<file path="config.mk">
export PLATFORM = sky130hd
export DESIGN_NAME = escape_byte_lz_decoder_unit
export DESIGN_NICKNAME = d
export VERILOG_FILES = /design/src/rtl/eblz_pkg.sv /design/src/rtl/eblz_front.sv /design/src/rtl/eblz_fifo.sv /design/src/rtl/eblz_back.sv /design/src/rtl/escape_byte_lz_decoder_unit.sv
export SDC_FILE = /design/constraint.sdc
export NUM_CORES = 2
export LEC_CHECK = 0
export BUFFER_PORTS_ARGS = -buffer_cell sky130_fd_sc_hd__buf_2
export CAP_MARGIN = 20
export CORE_MARGIN = 2
export CORE_UTILIZATION = 40
export DETAILED_ROUTE_END_ITERATION = 7
export PLACE_DENSITY = 0.59
export SLEW_MARGIN = 20
export SYNTH_ARGS = -nofsm -noshare
export SYNTH_HDL_FRONTEND = slang
export SYNTH_SLANG_ARGS = --single-unit
export TNS_END_PERCENT = 100
</file>
<file path="constraint.sdc">
create_clock -name aclk -period 6.2 [get_ports aclk]
set_input_delay 1.24 -clock aclk [delete_from_list [all_inputs] [get_ports aclk]]
set_output_delay 1.24 -clock aclk [all_outputs]
set_load 0.02 [all_outputs]
</file>
<file path="src/rtl/eblz_pkg.sv">
// ---------------------------------------------------------------------------
// Escape-byte LZ decoder package
// Shared constants, word types, command format and state encodings.
// ---------------------------------------------------------------------------
package eblz_pkg;

    localparam int HIST_DEPTH   = 256;
    localparam int HIST_AW      = $clog2(HIST_DEPTH);
    localparam int LANES        = 4;
    localparam int LANE_W       = $clog2(LANES);
    localparam int HEADER_BYTES = 12;
    localparam int FIFO_DEPTH   = 4;
    localparam int FIFO_AW      = $clog2(FIFO_DEPTH);

    typedef enum logic [2:0] {
        ST_RUNNING       = 3'd0,
        ST_DONE_OK       = 3'd1,
        ST_HDR_SHORT     = 3'd2,
        ST_OVERFLOW      = 3'd3,
        ST_TRUNCATED     = 3'd4,
        ST_ZERO_OFFSET   = 3'd5,
        ST_BEFORE_START  = 3'd6,
        ST_SIZE_MISMATCH = 3'd7
    } status_t;

    typedef enum logic [1:0] {
        PH_TOKEN,
        PH_ESCAPE,
        PH_LENGTH
    } phase_t;

    typedef enum logic {
        FR_TAKE,
        FR_EVAL
    } front_state_t;

    typedef enum logic [1:0] {
        BK_IDLE,
        BK_READ,
        BK_WRITE
    } back_state_t;

    typedef struct packed {
        logic [7:0] in_byte;
        logic       in_last;
    } in_t;

    typedef struct packed {
        logic [7:0] out_byte0;
        logic [7:0] out_byte1;
        logic [7:0] out_byte2;
        logic [7:0] out_byte3;
        logic [2:0] out_count;
        logic       run_last;
        logic [2:0] status;
    } out_t;

    // One unit of work for the back end: a literal, a copy or a bare status.
    typedef struct packed {
        logic               is_lit;
        logic [7:0]         lit_byte;
        logic [7:0]         len;
        logic [7:0]         off;
        logic [HIST_AW-1:0] base;
        status_t            status;
    } cmd_t;

    typedef struct packed {
        logic full;
        logic empty;
    } q_flags_t;

endpackage

</file>
<file path="src/rtl/eblz_front.sv">
// ---------------------------------------------------------------------------
// Escape-byte LZ decoder front end
// Accepts stream bytes, parses the header and tokens, checks sizes and
// issues literal, copy and status commands to the back end.
// ---------------------------------------------------------------------------
module eblz_front (
    input  logic               aclk,
    input  logic               aresetn,
    input  logic               s_valid,
    output logic               s_ready,
    input  eblz_pkg::in_t      s_data,
    output logic               push,
    output eblz_pkg::cmd_t     push_cmd,
    input  eblz_pkg::q_flags_t q_flags
);

    localparam int AW = eblz_pkg::HIST_AW;

    eblz_pkg::front_state_t state_reg, state_next;
    eblz_pkg::phase_t       phase_reg, phase_next;
    logic [7:0]  byte_reg, byte_next;
    logic        last_reg, last_next;
    logic        hdr_reg, hdr_next;
    logic [3:0]  hidx_reg, hidx_next;
    logic [31:0] src_reg, src_next;
    logic [31:0] size_reg, size_next;
    logic [31:0] exp_reg, exp_next;
    logic [31:0] esc_reg, esc_next;
    logic [31:0] pos_reg, pos_next;
    logic [31:0] remain_reg, remain_next;
    logic [7:0]  off_reg, off_next;
    logic        ended_reg, ended_next;

    logic             esc_match;
    logic             esc_lt;
    logic [7:0]       adj_off;
    logic             src_done;
    logic             len_gt_remain;
    logic             pos_lt_off;
    eblz_pkg::status_t st;

    function automatic eblz_pkg::status_t boundary(input logic done, input logic full,
                                                   input logic last);
        if (done) begin
            return full ? eblz_pkg::ST_DONE_OK : eblz_pkg::ST_SIZE_MISMATCH;
        end else if (full) begin
            return eblz_pkg::ST_OVERFLOW;
        end else if (last) begin
            return eblz_pkg::ST_TRUNCATED;
        end
        return eblz_pkg::ST_RUNNING;
    endfunction

    assign esc_match     = (esc_reg[31:8] == 24'd0) && (esc_reg[7:0] == byte_reg);
    assign esc_lt        = (esc_reg[31:8] == 24'd0) && (esc_reg[7:0] < byte_reg);
    assign adj_off       = byte_reg - {7'd0, esc_lt};
    assign src_done      = (src_reg >= size_reg);
    assign len_gt_remain = (remain_reg < {24'd0, byte_reg});
    assign pos_lt_off    = (pos_reg < {24'd0, off_reg});

    always_comb begin
        state_next  = state_reg;
        phase_next  = phase_reg;
        byte_next   = byte_reg;
        last_next   = last_reg;
        hdr_next    = hdr_reg;
        hidx_next   = hidx_reg;
        src_next    = src_reg;
        size_next   = size_reg;
        exp_next    = exp_reg;
        esc_next    = esc_reg;
        pos_next    = pos_reg;
        remain_next = remain_reg;
        off_next    = off_reg;
        ended_next  = ended_reg;
        s_ready     = (state_reg == eblz_pkg::FR_TAKE);
        push        = 1'b0;
        st          = eblz_pkg::ST_RUNNING;
        push_cmd          = '0;
        push_cmd.base     = pos_reg[AW-1:0];
        push_cmd.off      = off_reg;
        push_cmd.lit_byte = byte_reg;
        push_cmd.status   = eblz_pkg::ST_RUNNING;

        case (state_reg)
            eblz_pkg::FR_TAKE: begin
                if (s_valid) begin
                    byte_next = s_data.in_byte;
                    last_next = s_data.in_last;
                    hdr_next  = (src_reg < 32'(eblz_pkg::HEADER_BYTES));
                    hidx_next = src_reg[3:0];
                    if (!ended_reg && (src_reg != 32'hFFFF_FFFF)) begin
                        src_next = src_reg + 32'd1;
                    end
                    state_next = eblz_pkg::FR_EVAL;
                end
            end
            eblz_pkg::FR_EVAL: begin
                if (!q_flags.full) begin
                    state_next = eblz_pkg::FR_TAKE;
                    if (!ended_reg) begin
                        if (hdr_reg) begin
                            case (hidx_reg[3:2])
                                2'd0: begin
                                    exp_next[8*hidx_reg[1:0] +: 8]    = byte_reg;
                                    remain_next[8*hidx_reg[1:0] +: 8] = byte_reg;
                                end
                                2'd1: size_next[8*hidx_reg[1:0] +: 8] = byte_reg;
                                default: esc_next[8*hidx_reg[1:0] +: 8] = byte_reg;
                            endcase
                            if (hidx_reg == 4'(eblz_pkg::HEADER_BYTES - 1)) begin
                                st = boundary(src_done, remain_reg == 32'd0, last_reg);
                            end else if (last_reg) begin
                                st = eblz_pkg::ST_HDR_SHORT;
                            end
                        end else begin
                            case (phase_reg)
                                eblz_pkg::PH_TOKEN: begin
                                    if (esc_match) begin
                                        phase_next = eblz_pkg::PH_ESCAPE;
                                        if (last_reg) begin
                                            st = eblz_pkg::ST_TRUNCATED;
                                        end
                                    end else begin
                                        push_cmd.is_lit = 1'b1;
                                        push_cmd.len    = 8'd1;
                                        pos_next        = pos_reg + 32'd1;
                                        remain_next     = remain_reg - 32'd1;
                                        st = boundary(src_done, remain_reg == 32'd1, last_reg);
                                    end
                                end
                                eblz_pkg::PH_ESCAPE: begin
                                    if (esc_match) begin
                                        // Doubled escape byte stands for itself.
                                        push_cmd.is_lit = 1'b1;
                                        push_cmd.len    = 8'd1;
                                        pos_next        = pos_reg + 32'd1;
                                        remain_next     = remain_reg - 32'd1;
                                        phase_next      = eblz_pkg::PH_TOKEN;
                                        st = boundary(src_done, remain_reg == 32'd1, last_reg);
                                    end else if (adj_off == 8'd0) begin
                                        st = eblz_pkg::ST_ZERO_OFFSET;
                                    end else begin
                                        off_next   = adj_off;
                                        phase_next = eblz_pkg::PH_LENGTH;
                                        if (last_reg) begin
                                            st = eblz_pkg::ST_TRUNCATED;
                                        end
                                    end
                                end
                                eblz_pkg::PH_LENGTH: begin
                                    phase_next = eblz_pkg::PH_TOKEN;
                                    if (byte_reg == 8'd0) begin
                                        st = boundary(src_done, remain_reg == 32'd0, last_reg);
                                    end else if (pos_lt_off) begin
                                        st = eblz_pkg::ST_BEFORE_START;
                                    end else if (len_gt_remain) begin
                                        st = eblz_pkg::ST_OVERFLOW;
                                    end else begin
                                        push_cmd.len = byte_reg;
                                        pos_next     = pos_reg + {24'd0, byte_reg};
                                        remain_next  = remain_reg - {24'd0, byte_reg};
                                        st = boundary(src_done,
                                                      remain_reg == {24'd0, byte_reg},
                                                      last_reg);
                                    end
                                end
                                default: phase_next = eblz_pkg::PH_TOKEN;
                            endcase
                        end
                        push_cmd.status = st;
                        push = (push_cmd.len != 8'd0) || (st != eblz_pkg::ST_RUNNING);
                        if (st != eblz_pkg::ST_RUNNING) begin
                            ended_next = 1'b1;
                        end
                    end
                    // The last word of a buffer re-arms the parser once the stream
                    // has ended; the history is kept.
                    if (last_reg && (ended_reg || (st != eblz_pkg::ST_RUNNING))) begin
                        phase_next  = eblz_pkg::PH_TOKEN;
                        src_next    = '0;
                        size_next   = '0;
                        exp_next    = '0;
                        esc_next    = '0;
                        pos_next    = '0;
                        remain_next = '0;
                        off_next    = '0;
                        ended_next  = 1'b0;
                    end
                end
            end
            default: state_next = eblz_pkg::FR_TAKE;
        endcase
    end

    always_ff @(posedge aclk) begin
        if (!aresetn) begin
            state_reg  <= eblz_pkg::FR_TAKE;
            phase_reg  <= eblz_pkg::PH_TOKEN;
            src_reg    <= '0;
            size_reg   <= '0;
            exp_reg    <= '0;
            esc_reg    <= '0;
            pos_reg    <= '0;
            remain_reg <= '0;
            off_reg    <= '0;
            ended_reg  <= 1'b0;
        end else begin
            state_reg  <= state_next;
            phase_reg  <= phase_next;
            src_reg    <= src_next;
            size_reg   <= size_next;
            exp_reg    <= exp_next;
            esc_reg    <= esc_next;
            pos_reg    <= pos_next;
            remain_reg <= remain_next;
            off_reg    <= off_next;
            ended_reg  <= ended_next;
        end
    end

    always_ff @(posedge aclk) begin
        byte_reg <= byte_next;
        last_reg <= last_next;
        hdr_reg  <= hdr_next;
        hidx_reg <= hidx_next;
    end

endmodule

</file>
<file path="src/rtl/eblz_fifo.sv">
// ---------------------------------------------------------------------------
// Escape-byte LZ decoder command queue
// Short first-in first-out queue of commands between front and back end.
// ---------------------------------------------------------------------------
module eblz_fifo (
    input  logic               aclk,
    input  logic               aresetn,
    input  logic               push,
    input  eblz_pkg::cmd_t     push_cmd,
    input  logic               pop,
    output eblz_pkg::cmd_t     head,
    output eblz_pkg::q_flags_t q_flags
);

    localparam int AW    = eblz_pkg::FIFO_AW;
    localparam int DEPTH = eblz_pkg::FIFO_DEPTH;

    eblz_pkg::cmd_t slot_reg [DEPTH];
    logic [AW-1:0]  wr_ptr_reg, wr_ptr_next;
    logic [AW-1:0]  rd_ptr_reg, rd_ptr_next;
    logic [AW:0]    count_reg, count_next;

    assign head          = slot_reg[rd_ptr_reg];
    assign q_flags.full  = (count_reg == (AW+1)'(DEPTH));
    assign q_flags.empty = (count_reg == '0);

    always_comb begin
        wr_ptr_next = wr_ptr_reg;
        rd_ptr_next = rd_ptr_reg;
        count_next  = count_reg;
        if (push) begin
            wr_ptr_next = wr_ptr_reg + AW'(1);
        end
        if (pop) begin
            rd_ptr_next = rd_ptr_reg + AW'(1);
        end
        case ({push, pop})
            2'b10:   count_next = count_reg + (AW+1)'(1);
            2'b01:   count_next = count_reg - (AW+1)'(1);
            default: count_next = count_reg;
        endcase
    end

    always_ff @(posedge aclk) begin
        if (!aresetn) begin
            wr_ptr_reg <= '0;
            rd_ptr_reg <= '0;
            count_reg  <= '0;
        end else begin
            wr_ptr_reg <= wr_ptr_next;
            rd_ptr_reg <= rd_ptr_next;
            count_reg  <= count_next;
        end
    end

    always_ff @(posedge aclk) begin
        if (push) begin
            slot_reg[wr_ptr_reg] <= push_cmd;
        end
    end

endmodule

</file>
<file path="src/rtl/eblz_back.sv">
// ---------------------------------------------------------------------------
// Escape-byte LZ decoder back end
// Executes commands byte by byte against the history memory and packs the
// decoded bytes into output words held in an output register.
// ---------------------------------------------------------------------------
module eblz_back (
    input  logic               aclk,
    input  logic               aresetn,
    input  eblz_pkg::cmd_t     head,
    input  eblz_pkg::q_flags_t q_flags,
    output logic               pop,
    output logic               m_valid,
    input  logic               m_ready,
    output eblz_pkg::out_t     m_data
);

    localparam int AW    = eblz_pkg::HIST_AW;
    localparam int DEPTH = eblz_pkg::HIST_DEPTH;
    localparam int LW    = eblz_pkg::LANE_W;
    localparam int NL    = eblz_pkg::LANES;

    eblz_pkg::back_state_t state_reg, state_next;
    eblz_pkg::cmd_t        cmd_reg, cmd_next;
    logic [7:0]            k_reg, k_next;
    logic [LW-1:0]         lane_reg, lane_next;
    logic [7:0]            lanes_reg [NL];
    logic [7:0]            hist_mem [DEPTH];
    logic [7:0]            rd_data_reg;
    logic                  m_valid_reg;
    eblz_pkg::out_t        m_data_reg;

    logic           can_load;
    logic           load_beat;
    logic           rd_en;
    logic           wr_en;
    logic [AW-1:0]  wr_addr;
    logic [AW-1:0]  rd_addr;
    logic [7:0]     cur_byte;
    logic           last_byte;
    logic           beat_done;
    logic [7:0]     beat_bytes [NL];
    eblz_pkg::out_t beat;

    assign can_load  = !m_valid_reg || m_ready;
    assign wr_addr   = cmd_reg.base + AW'(k_reg);
    assign rd_addr   = wr_addr - AW'(cmd_reg.off);
    assign cur_byte  = cmd_reg.is_lit ? cmd_reg.lit_byte : rd_data_reg;
    assign last_byte = (k_reg == (cmd_reg.len - 8'd1));
    assign beat_done = last_byte || (lane_reg == LW'(NL - 1));

    always_comb begin
        for (int j = 0; j < NL; j++) begin
            if (LW'(j) < lane_reg) begin
                beat_bytes[j] = lanes_reg[j];
            end else if (LW'(j) == lane_reg) begin
                beat_bytes[j] = cur_byte;
            end else begin
                beat_bytes[j] = 8'd0;
            end
        end
    end

    always_comb begin
        state_next = state_reg;
        cmd_next   = cmd_reg;
        k_next     = k_reg;
        lane_next  = lane_reg;
        pop        = 1'b0;
        load_beat  = 1'b0;
        rd_en      = 1'b0;
        wr_en      = 1'b0;
        beat       = '0;

        case (state_reg)
            eblz_pkg::BK_IDLE: begin
                if (!q_flags.empty) begin
                    if (head.len == 8'd0) begin
                        // A status with no bytes leaves as a word of its own.
                        if (can_load) begin
                            pop           = 1'b1;
                            load_beat     = 1'b1;
                            beat.run_last = 1'b1;
                            beat.status   = head.status;
                        end
                    end else begin
                        pop        = 1'b1;
                        cmd_next   = head;
                        k_next     = 8'd0;
                        lane_next  = '0;
                        state_next = eblz_pkg::BK_READ;
                    end
                end
            end
            eblz_pkg::BK_READ: begin
                rd_en      = 1'b1;
                state_next = eblz_pkg::BK_WRITE;
            end
            eblz_pkg::BK_WRITE: begin
                if (!beat_done || can_load) begin
                    wr_en  = 1'b1;
                    k_next = k_reg + 8'd1;
                    if (beat_done) begin
                        load_beat      = 1'b1;
                        beat.out_byte0 = beat_bytes[0];
                        beat.out_byte1 = beat_bytes[1];
                        beat.out_byte2 = beat_bytes[2];
                        beat.out_byte3 = beat_bytes[3];
                        beat.out_count = 3'(lane_reg) + 3'd1;
                        if (last_byte && (cmd_reg.status != eblz_pkg::ST_RUNNING)) begin
                            beat.run_last = 1'b1;
                            beat.status   = cmd_reg.status;
                        end
                        lane_next = '0;
                    end else begin
                        lane_next = lane_reg + LW'(1);
                    end
                    if (last_byte) begin
                        if (!q_flags.empty && (head.len != 8'd0)) begin
                            pop        = 1'b1;
                            cmd_next   = head;
                            k_next     = 8'd0;
                            lane_next  = '0;
                            state_next = eblz_pkg::BK_READ;
                        end else begin
                            state_next = eblz_pkg::BK_IDLE;
                        end
                    end else begin
                        state_next = eblz_pkg::BK_READ;
                    end
                end
            end
            default: state_next = eblz_pkg::BK_IDLE;
        endcase
    end

    always_ff @(posedge aclk) begin
        if (!aresetn) begin
            state_reg   <= eblz_pkg::BK_IDLE;
            k_reg       <= '0;
            lane_reg    <= '0;
            m_valid_reg <= 1'b0;
        end else begin
            state_reg <= state_next;
            k_reg     <= k_next;
            lane_reg  <= lane_next;
            if (load_beat) begin
                m_valid_reg <= 1'b1;
            end else if (m_ready) begin
                m_valid_reg <= 1'b0;
            end
        end
    end

    always_ff @(posedge aclk) begin
        cmd_reg <= cmd_next;
        if (load_beat) begin
            m_data_reg <= beat;
        end
        if (wr_en) begin
            lanes_reg[lane_reg] <= cur_byte;
        end
    end

    // History: the write of one byte lands before the read for the next one,
    // so a copy may overlap the bytes it is producing.
    always_ff @(posedge aclk) begin
        if (wr_en) begin
            hist_mem[wr_addr] <= cur_byte;
        end
        if (rd_en) begin
            rd_data_reg <= hist_mem[rd_addr];
        end
    end

    assign m_valid = m_valid_reg;
    assign m_data  = m_data_reg;

endmodule

</file>
<file path="src/rtl/escape_byte_lz_decoder_unit.sv">
// ---------------------------------------------------------------------------
// Escape-byte LZ decoder
// Decodes an escape-byte LZ stream with a 12-byte header into output words
// of up to four bytes, ending each stream with a status word.
// ---------------------------------------------------------------------------
// Input channel s_*: one compressed byte per word, in_last on the final byte
// of a buffer. Output channel m_*: up to four decoded bytes per word, unused
// lanes zero; the final word of a stream has run_last set and a nonzero
// status, and may carry no bytes at all.
// The front end takes an input word, then evaluates it, and takes no new word
// until the queue has room for its command. The back end does a history read,
// then a write, for each decoded byte, so a copy of n bytes leaves as
// ceil(n/4) words. A four-entry command queue lets the front end run ahead.
// When the receiver stalls, the output register holds its word, the back
// end waits, the queue fills and s_ready then drops.
// Reset clears all control state; the history memory is not cleared, which
// is never visible because a copy can only reach bytes already decoded in
// the current stream.
// ---------------------------------------------------------------------------
module escape_byte_lz_decoder_unit (
    input  logic           aclk,
    input  logic           aresetn,
    input  logic           s_valid,
    output logic           s_ready,
    input  eblz_pkg::in_t  s_data,
    output logic           m_valid,
    input  logic           m_ready,
    output eblz_pkg::out_t m_data
);

    logic               push;
    logic               pop;
    eblz_pkg::cmd_t     push_cmd;
    eblz_pkg::cmd_t     head;
    eblz_pkg::q_flags_t q_flags;

    eblz_front u_front (
        .aclk     (aclk),
        .aresetn  (aresetn),
        .s_valid  (s_valid),
        .s_ready  (s_ready),
        .s_data   (s_data),
        .push     (push),
        .push_cmd (push_cmd),
        .q_flags  (q_flags)
    );

    eblz_fifo u_fifo (
        .aclk     (aclk),
        .aresetn  (aresetn),
        .push     (push),
        .push_cmd (push_cmd),
        .pop      (pop),
        .head     (head),
        .q_flags  (q_flags)
    );

    eblz_back u_back (
        .aclk     (aclk),
        .aresetn  (aresetn),
        .head     (head),
        .q_flags  (q_flags),
        .pop      (pop),
        .m_valid  (m_valid),
        .m_ready  (m_ready),
        .m_data   (m_data)
    );

endmodule

</file>
==> key figures <==
Synthesis
  – Synth async-reset ratio: 0%
  – EDFF count, synth: 2313
  – Avg Inst Size Synth: ~20 um^2
  – Mapped Nets: about 5.3k
  – Yosys warnings: 0
  – Seq/Total Area, Yosys: approximately 73%
  – Synth Register Bits: about 2.5k
  – Synth Cell Area: 100000 um^2
  – Count of cell types in the netlist: 91
  – Most used DFF post-synth: edfxtp_1
  – Post-synthesis instance total: 5174

STA
  – Final Max Slew Viols: 0
  – Final WS setup: 471 ps
  – Relative slew slack: a little under a quarter
  – Clock skew: 82.1 ps
  – Setup TNS: 0 ps
  – F_max: 0.175 GHz
  – Final Hold Viols: 0
  – Worst hold margin: about 450 ps
  – Slew at the pin closest to its max-slew limit: 1150 ps
  – Post-layout minimum cycle time: 5730 ps
  – Crit share post-route: a little over 90%
  – Setup-failing EPs final: 0
  – RSZ-0062 raised after global routing: no

Critical path
  – WP data required: 6840 ps
  – Crit path launch: u_back.k_reg[0]
  – CP bufs+invs: 2
  – Worst Setup Path Type: reg -> reg
  – CP cell instances: ha_1 -> fa_1 -> inv_1 -> fa_4 -> buf_12 -> mux4_2 -> mux4_2 -> mux4_2 -> mux2i_1 -> a21oi_1
  – Top fanout value on the critical path: approximately 140
  – Critical path's slowest cell: fa_4
  – Worst Path Arrival: between 6000 and 7000 ps
  – RR Startpoint: u_back.k_reg[0]
  – Critical Path Most Common Cell: mux4_2
  – Delay-heaviest family, CP: multiplexers
  – Slowest stage delay, CP: 1070 ps
  – Setup crit end kind: register
  – Startpoint types: register

Global route
  – GR Overflow Total: 0
  – Initial antenna violation count: 16
  – First-pass GRT wire length: between 300000 and 400000 um
  – Pin count of the biggest net entering global routing: 195
  – Vias in the first global route: between 50k and 60k
  – Overall Global Routing Usage: approximately 20%

Clocking
  – CTS Root Cell: clkbuf_16
  – Setup Fix Bufs, Post-CTS: 0
  – Hold_buf cts: 0
  – H-Tree Depth: 5
  – TritonCTS clock tree: yes
  – Post_cts resized: 0
  – Clock Sinks: approximately 2.5k
  – Clk slew on worst S/H paths: approximately 60 ps
  – Num CTS Buffers: roughly 280
  – Worst skew pair latency: between 900 and 1000 ps
  – Longest Clk Path Bufs: 4

Routing
  – DRC viols: 0
  – Starting DRT DRC Count: approximately 5.6k
  – Pre-antenna DRT Iters: 6
  – Vias per cell: approximately 5.7
  – Routed wire per std cell: 28.6 um
  – Routed WL: 256000 um
  – Vias post-DR: approximately 50k
  – Routed Antenna Nets: 0

Final layout
  – Most common cell after layout, fill and taps aside: edfxtp_1
  – Max reg flops: between 2k and 2.5k
  – Design Area, Final: between 100000 and 150000 um^2
  – Share of cells above drive strength 1: 24.3%
  – Filler instances: between 20k and 25k
  – Area Growth Syn to Fin: 13.6%
  – Nets@finish: about 5.5k
  – Most frequent cells in the layout: 2313 x edfxtp_1, 708 x mux4_2, 433 x nor2_1

Worst hold path
  – Worst min path class: reg -> reg
  – Hold_sp: u_front.size_reg[6]

Status
  – Status: completed

Floorplan
  – Row count: between 150 and 200
  – Boundary pin count: 54
  – Starting Density: between 40% and 50%
  – Core area: between 200000 and 300000 um^2
  – Die height: 505 um
  – Die area: approximately 260000 um^2
  – Die Width: around 510 um

Place
  – DP Area: 105000 um^2
  – DP Worst Slack: roughly 420 ps
  – I/O Buffers: between 50 and 60
  – GP Congestion: between 0.8 and 0.9
  – Final HPWL DP: approximately 160000 um

Flow run
  – # Max-Cap Violations: 0
## worst reg2reg max path, cell delays in order (launching register included)
cell and delay [ps]:
dfxtp_1 370, ha_1 260, fa_1 600, inv_1 150, fa_4 1070, buf_12 640, mux4_2 620, mux4_2 560
mux4_2 550, mux2i_1 480, a21oi_1 160
## logic make-up after synthesis
group           count (synthesis)  share of synthesized area [%]
mux                           728                           16.1
flops                        2507                           73.0
simple gates                  949                           4.36
buf+inv                       360                           1.42
xor+xnor                      101                          0.880
fa+ha+maj                     106                           1.36
compound gates                423                           2.93
## path summary, 6_finish.rpt
kind,cells past startpoint,end,slack [ps]
max,10,u_back.rd_data_reg[7],470
min,2,u_front.size_reg[6],450
max reg2reg,10,u_back.rd_data_reg[7],470
min reg2reg,2,u_front.size_reg[6],450
## layer usage
layer  global-route usage, %  wire (um)  up-vias
li1                        -          -    21600
met1                    27.9     109000    27300
met2                    32.5     125000     1815
met3                    2.75      14600      411
met4                    5.61       7190        0
met5                       0          0        -
## cell type report
| cell class | count | area, um^2 | share of cell area, % |
|---|---|---|---|
| Inverter | 110 | 478 | 0.419 |
| Antenna cell | 6 | 15.0 | 0.0131 |
| Clock buffer | 362 | 7580 | 6.64 |
| Timing Repair Buffer | 200 | 1650 | 1.44 |
| Sequential cell | 2507 | 73300 | 64.2 |
| Tap cell | 3348 | 4190 | 3.67 |
| Clock inverter | 117 | 1060 | 0.932 |
| Multi-Input combinational cell | 2307 | 25900 | 22.7 |
## synth_stat cells (12+ instances only)
library cell	number	area, um^2
o21ai_0	73	365
xor2_1	50	438
o22ai_1	24	150
and3_1	18	113
clkbuf_1	166	623
a22o_1	41	359
nor4_1	40	250
a22oi_1	19	143
and2_1	31	194
ha_1	101	1260
inv_1	109	409
o211ai_1	14	105
xnor2_1	51	447
nand2_1	196	736
nand4_1	27	169
nand3_1	48	240
o21ai_1	25	125
a21oi_1	81	405
or4_1	16	120
nor2_1	436	1640
buf_1	63	236
dfxtp_1	194	3880
mux4_2	708	15900
o21a_1	12	90.1
mux2i_1	19	190
nor3_1	36	180
a211oi_1	20	150
edfxtp_1	2313	69500
nor2b_1	27	169
or3_1	24	150
## per-stage QoR
step           std cells  util [%]
6_report            8957      45.6
2_1_floorplan       5174         -
3_3_place_gp        8469      42.1
4_1_cts             8949      45.6
3_5_place_dp        8470      42.1
5_1_grt             8953      45.6
Power is left out: the tool's default activity adds up to more than one toggle a clock period on the data nets, which glitch-free logic cannot reach.
